==> src/rtl/kde_pkg.sv <==
`timescale 1ns / 1ps
`default_nettype none
// ----------------------------------------------------------------------------
// kde_pkg
// Shared types and constants for the keypad decimal entry block.
// ----------------------------------------------------------------------------
package kde_pkg;

    localparam int ENTRY_LENGTH_DEF = 16;

    localparam int KEY_W   = 5;
    localparam int DIGIT_W = 4;
    localparam int ACT_W   = 2;
    localparam int CHAR_W  = 6;
    localparam int POS_W   = 4;
    localparam int ACC_W   = 54;
    localparam int FRAC_W  = 4;
    localparam int CFG_IDX_W = 1;

    localparam logic [KEY_W-1:0] KEY_LAST_DIGIT = KEY_W'(9);
    localparam logic [KEY_W-1:0] KEY_POINT      = KEY_W'(10);
    localparam logic [KEY_W-1:0] ENTER_RESET    = KEY_W'(11);
    localparam logic [KEY_W-1:0] DELETE_RESET   = KEY_W'(12);

    localparam logic [CFG_IDX_W-1:0] REG_ENTER_KEY  = 1'b0;
    localparam logic [CFG_IDX_W-1:0] REG_DELETE_KEY = 1'b1;

    localparam logic [ACT_W-1:0] ACT_NONE  = 2'd0;
    localparam logic [ACT_W-1:0] ACT_WRITE = 2'd1;
    localparam logic [ACT_W-1:0] ACT_ERASE = 2'd2;

    localparam logic [CHAR_W-1:0] CH_ZERO  = 6'h30;
    localparam logic [CHAR_W-1:0] CH_SPACE = 6'h20;
    localparam logic [CHAR_W-1:0] CH_POINT = 6'h2E;

    typedef enum logic [2:0] {
        CMD_NONE,
        CMD_DIGIT,
        CMD_POINT,
        CMD_ENTER,
        CMD_DELETE
    } t_cmd_kind;

    typedef struct packed {
        t_cmd_kind           kind;
        logic [DIGIT_W-1:0]  digit;
    } t_cmd;

    typedef struct packed {
        logic [ACT_W-1:0]  action;
        logic [CHAR_W-1:0] ch;
        logic [POS_W-1:0]  pos;
        logic              done;
        logic [ACC_W-1:0]  mantissa;
        logic [FRAC_W-1:0] frac;
    } t_result;

endpackage
`default_nettype wire

==> src/rtl/keypad_decimal_entry_top.sv <==
`timescale 1ns / 1ps
`default_nettype none
// ----------------------------------------------------------------------------
// keypad_decimal_entry_top
// Builds an exact decimal number from keypad codes, one echo item per key.
// ----------------------------------------------------------------------------
// Takes one key item per clock while full is low and returns one result
// item per key. A pushed key is classified against the enter/delete
// registers and queued; when it fires, the entry logic updates all state
// (shift-add times ten, delete restores a saved per-column mantissa) and
// writes the result to the result queue, from which it is popped.
// Sustained rate is one item per cycle while neither queue stalls.
// Two-entry queues sit between the classifier and the entry logic and on
// the result side, so either end may stall briefly without halting the
// other. Write the key-code registers only while no key is in flight.
module keypad_decimal_entry_top
    import kde_pkg::*;
#(
    parameter int ENTRY_LENGTH = ENTRY_LENGTH_DEF
) (
    input  wire logic                 i_clk,
    input  wire logic                 i_rst_n,
    input  wire logic                 i_cfg_valid,
    output logic                      o_cfg_ready,
    input  wire logic [CFG_IDX_W-1:0] i_cfg_index,
    input  wire logic [KEY_W-1:0]     i_cfg_data,
    input  wire logic                 push,
    output logic                      full,
    input  wire logic [KEY_W-1:0]     i_key_code,
    input  wire logic                 pop,
    output logic                      empty,
    output logic [ACT_W-1:0]          o_echo_action,
    output logic [CHAR_W-1:0]         o_echo_char,
    output logic [POS_W-1:0]          o_echo_position,
    output logic                      o_number_done,
    output logic [ACC_W-1:0]          o_mantissa,
    output logic [FRAC_W-1:0]         o_fraction_digits
);

    localparam int CMD_W = $bits(t_cmd);
    localparam int RES_W = $bits(t_result);

    t_cmd    front_cmd;
    t_cmd    back_cmd;
    t_result back_res;
    t_result out_res;
    logic    cmd_empty;
    logic    res_full;
    logic    fire;

    assign o_cfg_ready = 1'b1;
    assign fire = !cmd_empty && !res_full;

    kde_front u_front (
        .i_clk       (i_clk),
        .i_rst_n     (i_rst_n),
        .i_cfg_valid (i_cfg_valid),
        .i_cfg_index (i_cfg_index),
        .i_cfg_data  (i_cfg_data),
        .i_key_code  (i_key_code),
        .o_cmd       (front_cmd)
    );

    kde_queue #(.W(CMD_W)) u_cmd_q (
        .i_clk   (i_clk),
        .i_rst_n (i_rst_n),
        .i_push  (push),
        .i_data  (front_cmd),
        .o_full  (full),
        .i_pop   (fire),
        .o_data  (back_cmd),
        .o_empty (cmd_empty)
    );

    kde_back #(.ENTRY_LENGTH(ENTRY_LENGTH)) u_back (
        .i_clk   (i_clk),
        .i_rst_n (i_rst_n),
        .i_fire  (fire),
        .i_cmd   (back_cmd),
        .o_res   (back_res)
    );

    kde_queue #(.W(RES_W)) u_res_q (
        .i_clk   (i_clk),
        .i_rst_n (i_rst_n),
        .i_push  (fire),
        .i_data  (back_res),
        .o_full  (res_full),
        .i_pop   (pop),
        .o_data  (out_res),
        .o_empty (empty)
    );

    assign o_echo_action     = out_res.action;
    assign o_echo_char       = out_res.ch;
    assign o_echo_position   = out_res.pos;
    assign o_number_done     = out_res.done;
    assign o_mantissa        = out_res.mantissa;
    assign o_fraction_digits = out_res.frac;

endmodule
`default_nettype wire

==> src/rtl/kde_queue.sv <==
`timescale 1ns / 1ps
`default_nettype none
// ----------------------------------------------------------------------------
// kde_queue
// Two-entry register queue; push and pop may happen in the same cycle.
// ----------------------------------------------------------------------------
module kde_queue #(
    parameter int W = 8
) (
    input  wire logic         i_clk,
    input  wire logic         i_rst_n,
    input  wire logic         i_push,
    input  wire logic [W-1:0] i_data,
    output logic              o_full,
    input  wire logic         i_pop,
    output logic [W-1:0]      o_data,
    output logic              o_empty
);

    logic [W-1:0] r_mem [2];
    logic         r_wptr, n_wptr;
    logic         r_rptr, n_rptr;
    logic [1:0]   r_count, n_count;
    logic         do_push, do_pop;

    assign o_full  = (r_count == 2'd2);
    assign o_empty = (r_count == 2'd0);
    assign o_data  = r_mem[r_rptr];
    assign do_push = i_push && !o_full;
    assign do_pop  = i_pop && !o_empty;

    always_comb begin
        n_wptr  = r_wptr ^ do_push;
        n_rptr  = r_rptr ^ do_pop;
        n_count = r_count + 2'(do_push) - 2'(do_pop);
    end

    always_ff @(posedge i_clk) begin
        if (!i_rst_n) begin
            r_wptr  <= 1'b0;
            r_rptr  <= 1'b0;
            r_count <= 2'd0;
        end else begin
            r_wptr  <= n_wptr;
            r_rptr  <= n_rptr;
            r_count <= n_count;
        end
    end

    always_ff @(posedge i_clk) begin
        if (do_push) begin
            r_mem[r_wptr] <= i_data;
        end
    end

endmodule
`default_nettype wire

==> src/rtl/kde_front.sv <==
`timescale 1ns / 1ps
`default_nettype none
// ----------------------------------------------------------------------------
// kde_front
// Holds the key-code registers and sorts each key into a command.
// ----------------------------------------------------------------------------
module kde_front
    import kde_pkg::*;
(
    input  wire logic                 i_clk,
    input  wire logic                 i_rst_n,
    input  wire logic                 i_cfg_valid,
    input  wire logic [CFG_IDX_W-1:0] i_cfg_index,
    input  wire logic [KEY_W-1:0]     i_cfg_data,
    input  wire logic [KEY_W-1:0]     i_key_code,
    output t_cmd                      o_cmd
);

    logic [KEY_W-1:0] r_enter_key;
    logic [KEY_W-1:0] r_delete_key;

    always_ff @(posedge i_clk) begin
        if (!i_rst_n) begin
            r_enter_key  <= ENTER_RESET;
            r_delete_key <= DELETE_RESET;
        end else if (i_cfg_valid) begin
            unique case (i_cfg_index)
                REG_ENTER_KEY:  r_enter_key  <= i_cfg_data;
                REG_DELETE_KEY: r_delete_key <= i_cfg_data;
                default: ;
            endcase
        end
    end

    // digits and the point win over both registers, enter wins over delete
    always_comb begin
        o_cmd.digit = i_key_code[DIGIT_W-1:0];
        priority if (i_key_code <= KEY_LAST_DIGIT) begin
            o_cmd.kind = CMD_DIGIT;
        end else if (i_key_code == KEY_POINT) begin
            o_cmd.kind = CMD_POINT;
        end else if (i_key_code == r_enter_key) begin
            o_cmd.kind = CMD_ENTER;
        end else if (i_key_code == r_delete_key) begin
            o_cmd.kind = CMD_DELETE;
        end else begin
            o_cmd.kind = CMD_NONE;
        end
    end

endmodule
`default_nettype wire

==> src/rtl/kde_back.sv <==
`timescale 1ns / 1ps
`default_nettype none
// ----------------------------------------------------------------------------
// kde_back
// Entry state: cursor, point tracking, running mantissa and the echo result.
// ----------------------------------------------------------------------------
module kde_back
    import kde_pkg::*;
#(
    parameter int ENTRY_LENGTH = ENTRY_LENGTH_DEF
) (
    input  wire logic i_clk,
    input  wire logic i_rst_n,
    input  wire logic i_fire,
    input  wire t_cmd i_cmd,
    output t_result   o_res
);

    localparam int CUR_W = $clog2(ENTRY_LENGTH + 1);
    localparam int IDX_W = $clog2(ENTRY_LENGTH);
    localparam logic [CUR_W-1:0] CUR_LAST = CUR_W'(ENTRY_LENGTH - 1);

    logic [CUR_W-1:0]  r_cursor, n_cursor;
    logic              r_point_seen, n_point_seen;
    logic [POS_W-1:0]  r_point_index, n_point_index;
    logic [ACC_W-1:0]  r_acc, n_acc;
    logic [FRAC_W-1:0] r_frac, n_frac;

    // mantissa before the character at each column; a delete restores it,
    // which equals the running value divided by ten
    logic [ACC_W-1:0]  r_save [ENTRY_LENGTH];
    logic              save_we;
    logic [CUR_W-1:0]  prev_cur;
    logic              room;
    logic              done;

    assign prev_cur = r_cursor - CUR_W'(1);
    assign room     = (r_cursor <= CUR_LAST);

    always_comb begin
        n_cursor      = r_cursor;
        n_point_seen  = r_point_seen;
        n_point_index = r_point_index;
        n_acc         = r_acc;
        n_frac        = r_frac;
        save_we       = 1'b0;
        done          = 1'b0;
        o_res.action   = ACT_NONE;
        o_res.ch       = CH_SPACE;
        o_res.pos      = '0;
        o_res.mantissa = '0;
        o_res.frac     = '0;

        unique case (i_cmd.kind)
            CMD_DIGIT: begin
                if (room) begin
                    o_res.action = ACT_WRITE;
                    o_res.ch     = CH_ZERO | CHAR_W'(i_cmd.digit);
                    o_res.pos    = POS_W'(r_cursor);
                    save_we      = 1'b1;
                    n_acc = {r_acc[ACC_W-4:0], 3'b000} + {r_acc[ACC_W-2:0], 1'b0}
                          + ACC_W'(i_cmd.digit);
                    if (r_point_seen) begin
                        n_frac = r_frac + FRAC_W'(1);
                    end
                    n_cursor = r_cursor + CUR_W'(1);
                    done     = (r_cursor == CUR_LAST);
                end
            end
            CMD_POINT: begin
                if (room && !r_point_seen) begin
                    o_res.action  = ACT_WRITE;
                    o_res.ch      = CH_POINT;
                    o_res.pos     = POS_W'(r_cursor);
                    save_we       = 1'b1;
                    n_point_seen  = 1'b1;
                    n_point_index = POS_W'(r_cursor);
                    n_cursor      = r_cursor + CUR_W'(1);
                    done          = (r_cursor == CUR_LAST);
                end
            end
            CMD_ENTER: begin
                done = (r_cursor != '0);
            end
            CMD_DELETE: begin
                if (r_cursor != '0) begin
                    n_cursor     = prev_cur;
                    o_res.action = ACT_ERASE;
                    o_res.pos    = POS_W'(prev_cur);
                    if (r_point_seen && r_point_index == POS_W'(prev_cur)) begin
                        n_point_seen  = 1'b0;
                        n_point_index = '0;
                    end else begin
                        n_acc = r_save[IDX_W'(prev_cur)];
                        if (r_point_seen && r_frac != '0) begin
                            n_frac = r_frac - FRAC_W'(1);
                        end
                    end
                end
            end
            CMD_NONE: ;
            default: ;
        endcase

        o_res.done = done;
        if (done) begin
            o_res.mantissa = n_acc;
            o_res.frac     = n_frac;
            n_cursor      = '0;
            n_point_seen  = 1'b0;
            n_point_index = '0;
            n_acc         = '0;
            n_frac        = '0;
        end
    end

    always_ff @(posedge i_clk) begin
        if (!i_rst_n) begin
            r_cursor      <= '0;
            r_point_seen  <= 1'b0;
            r_point_index <= '0;
            r_acc         <= '0;
            r_frac        <= '0;
        end else if (i_fire) begin
            r_cursor      <= n_cursor;
            r_point_seen  <= n_point_seen;
            r_point_index <= n_point_index;
            r_acc         <= n_acc;
            r_frac        <= n_frac;
        end
    end

    always_ff @(posedge i_clk) begin
        if (i_fire && save_we) begin
            r_save[IDX_W'(r_cursor)] <= r_acc;
        end
    end

endmodule
`default_nettype wire

==> config.mk <==
export PLATFORM = sky130hd
export DESIGN_NAME = keypad_decimal_entry_top
export DESIGN_NICKNAME = d
export VERILOG_FILES = /design/src/rtl/kde_pkg.sv /design/src/rtl/keypad_decimal_entry_top.sv /design/src/rtl/kde_queue.sv /design/src/rtl/kde_front.sv /design/src/rtl/kde_back.sv
export SDC_FILE = /design/constraint.sdc
export NUM_CORES = 2
export LEC_CHECK = 0
export ABC_AREA = 1
export CAP_MARGIN = 10
export CORE_ASPECT_RATIO = 0.6
export CORE_UTILIZATION = 30
export DETAILED_ROUTE_END_ITERATION = 10
export DONT_BUFFER_PORTS = 1
export PLACE_DENSITY_LB_ADDON = 0.08
export SLEW_MARGIN = 20
export SYNTH_ARGS = -nofsm -noshare
export SYNTH_HDL_FRONTEND = slang
export SYNTH_SLANG_ARGS = --single-unit
==> constraint.sdc <==
create_clock -name i_clk -period 11.4 [get_ports i_clk]
set_clock_uncertainty 0.05 [all_clocks]
set_input_delay 2.28 -clock i_clk [delete_from_list [all_inputs] [get_ports i_clk]]
set_output_delay 2.28 -clock i_clk [all_outputs]
set_load 0.02 [all_outputs]
==> summary.txt <==
Status
  • Status: complete, but fails checks
  • Failing checks: DRC

Logic synthesis
  • Share of flip-flops with an asynchronous set or reset: 0%
  • Leading area contributor after synthesis: edfxtp_1
  • Prevailing post-synth register cell: edfxtp_1
  • Gate count of the mapped netlist: 4811
  • Synthesis-stage register bit count: 1106
  • Post-synth EDFFs: 1018
  • YS warnings: 0
  • Register area share after synthesis: between 60 and 70%
  • Post-Syn Area: 50600 um2
  • Mean post-synth cell area: 10.5 um2
  • Post-synth top area share: 60.5%
  • Most common cell in the netlist: nand2_1
  • Post-synth top cells: nand2_1, edfxtp_1, nand3_1
  • Post-synthesis cell type count: 59
  • Ranking of synthesized cells by area: edfxtp_1, nand2_1, nand3_1

STA
  • Tmin final: roughly 5800 ps
  • Final setup vio count: 0
  • Fin Setup TNS: 0 ps
  • Slew headroom: 22.7%
  • Period utilization: 50.5%
  • Final Max Tran Viols: 0
  • RSZ-0062 raised after global routing: false
  • Count of final hold-check violations: 0
  • Slew @ Worst Pin: 1160 ps
  • Achievable Freq: 0.174 GHz

Critical path
  • Worst setup EP type: flip-flop
  • Largest stage delay on the critical path: 680 ps
  • Crit-path max FO: 45
  • Worst EP arrival: 6060 ps
  • Crit-path cells: nand2_1 -> nor2_1 -> ha_1 -> a21oi_2 -> nor2_4 -> buf_4 -> inv_2 -> nand2_1 -> inv_1 -> nor2_2 -> nand2_1 -> nor2_4 -> buf_4 -> buf_4
  • CP max-delay cell: buf_4
  • CP startpoint kind: flip-flop
  • CP required: approximately 12000 ps
  • Crit path kind: reg -> reg

Final layout
  • FF/Latch Area: roughly 32000 um2
  • Multi-input logic area: roughly 16000 um2
  • Area grow syn2layout: 12.2%
  • Share of cells above drive strength 1: 8.16%
  • Layout fillers: 16900
  • Cell Count, Final, Fillers Out: 7101
  • Nets: roughly 4900

CTS
  • CTS HTree Levels: 3
  • Clock Path Buffers: 3
  • Clock Tree Root: clkbuf_16
  • Post-cts sizing count: 0
  • TritonCTS clock tree: built
  • # hold bufs at CTS: 0
  • TritonCTS Sinks: 1106
  • Later-pin clock latency in the skew report: 740 ps
  • Total CTS buffers: roughly 110
  • Postcts setup bufs: 0
  • Clk slew on worst S/H paths: 70 ps

Placement
  • Placer Congestion: between 0.9 and 1
  • Detail Placement HPWL: 112000 um
  • PortBufs: 0
  • Dpl cells: 6893

Floorplanning
  • Die ar.: 170000 um2
  • DIE HEIGHT: 320 um
  • Die Span X: 532 um
  • Ports: 90
  • Initial Util: 30.3%
  • Core Area: between 150000 and 200000 um2
  • Row cnt: 116

Global routing
  • First-pass GRT wire length: 265000 um
  • Gr ovfl total: 0
  • Initial antenna violation count: 3
  • Largest net degree at the start of global routing: 122
  • GRT Overall Usage: 21.8%
  • Number of global-route vias before repair: around 33000

Routing
  • Vias: 35800
  • Routed Antenna Nets: 0
  • 1st-pass router iterations: 8
  • DRT iter0 DRCs: just under 4000
  • DR vias/cell: ~5.0
  • Detailed Route WL: 189000 um
  • DR WL/cell: ~27 um
  • # DRC: 12

Power and ir drop
  • Leakage: between 20 and 25 nW
  • Total power: about 14 mW
  • Pwr dens: 240 nW/um2
  • Worst IR Drop VDD: 0.000153 V

Job
  • Max Cap Violations: 0

Min path
  • Min-delay worst type: reg -> reg
==> worst paths after layout <==
path	start	slack, ps	end	depth (start not counted)
max reg2reg	u_back.r_cursor[2]	5640	u_back.r_save[2][16]	14
max	u_back.r_cursor[2]	5640	u_back.r_save[2][16]	14
min	u_res_q.r_rptr	400	flip-flop	1
min reg2reg	u_res_q.r_rptr	400	flip-flop	1
==> flip-flops by register name (all words and copies together) (netlist names), named ones only <==
register,cells
u_cmd_q.r_mem,14
u_back.r_point_seen,1
u_back.r_save,864
u_cmd_q.r_count,2
u_back.r_point_index,4
u_res_q.r_rptr,1
u_front.r_delete_key,5
u_back.r_acc,54
u_front.r_enter_key,5
u_cmd_q.r_wptr,1
u_res_q.r_count,2
u_back.r_cursor,5
u_cmd_q.r_rptr,1
u_res_q.r_wptr,1
u_back.r_frac,4
u_res_q.r_mem,140
==> routing by layer <==
layer	wire (um)	vias to the layer above	global-route usage (%)	share of wire, %
met5	0	-	0	0
met4	3500	0	4.39	1.9
met3	13800	167	4.30	7.3
met2	75000	1180	29.7	40
met1	96500	17800	34.8	51
li1	-	16600	-	-
==> worst max-delay path: cells and delay by family (launching register included) <==
kind / cells / cell delay (ps)
fa+ha+maj: 1 / 210
flops: 1 / 550
simple gates: 7 / 2150
compound gates: 1 / 60
buf+inv: 5 / 2220
==> placed cells by master (no fill, tap or decap), types with 14 or more instances in the layout <==
| cell type | n |
|---|---|
| o221ai_1 | 67 |
| nor3_1 | 15 |
| nor2_4 | 22 |
| ha_1 | 115 |
| o21bai_1 | 15 |
| clkbuf_16 | 107 |
| o21ai_1 | 24 |
| edfxtp_1 | 1018 |
| xor2_1 | 15 |
| mux2_2 | 70 |
| dfxtp_1 | 86 |
| nand2_1 | 1307 |
| bufinv_16 | 14 |
| clkinv_1 | 19 |
| nand4_1 | 21 |
| a21oi_1 | 242 |
| clkbuf_1 | 24 |
| buf_4 | 79 |
| inv_1 | 315 |
| clkinv_2 | 16 |
| nor2_1 | 322 |
| o21ai_0 | 222 |
| a22oi_1 | 24 |
| nand3_1 | 519 |
==> per-stage QoR <==
stage               hold slack, ps  utilization, %  cell area [um2]  worst slack [ps]
floorplan                      375               -            50600              6950
finish                         399            34.0            56700              5640
global placement               381            31.7            53000              5660
global route                   434            34.0            56700              5440
CTS                            400            34.0            56700              5620
detailed placement             387            31.7            53000              5620
==> area by class of cell <==
type	count	area share (%)
inverters	336	2.28
well taps	2242	4.95
diodes	4	0.0176
clock inverters	63	1.38
multi-input cells	3130	28.2
flip-flops and latches	1106	57.0
clock buffers	141	5.12
repair buffers	79	1.05
==> cells by family after synthesis <==
kind of cell | share of synthesized area [%]
buf+inv | 4.78
fa+ha+maj | 3.00
xor+xnor | 0.500
other cells | 0.00742
compound gates | 7.48
flops | 64.0
simple gates | 18.7
mux | 1.58
==> power breakdown <==
part | leakage [nW] | total, mW | switching (mW) | internal [mW]
Clock | 1.78 | 3.80 | 1.67 | 2.13
Sequential | 10.2 | 5.35 | 0.328 | 5.03
Combinational | 9.22 | 4.48 | 3.39 | 1.08
No activity file was read; power rests on OpenSTA's default activity.
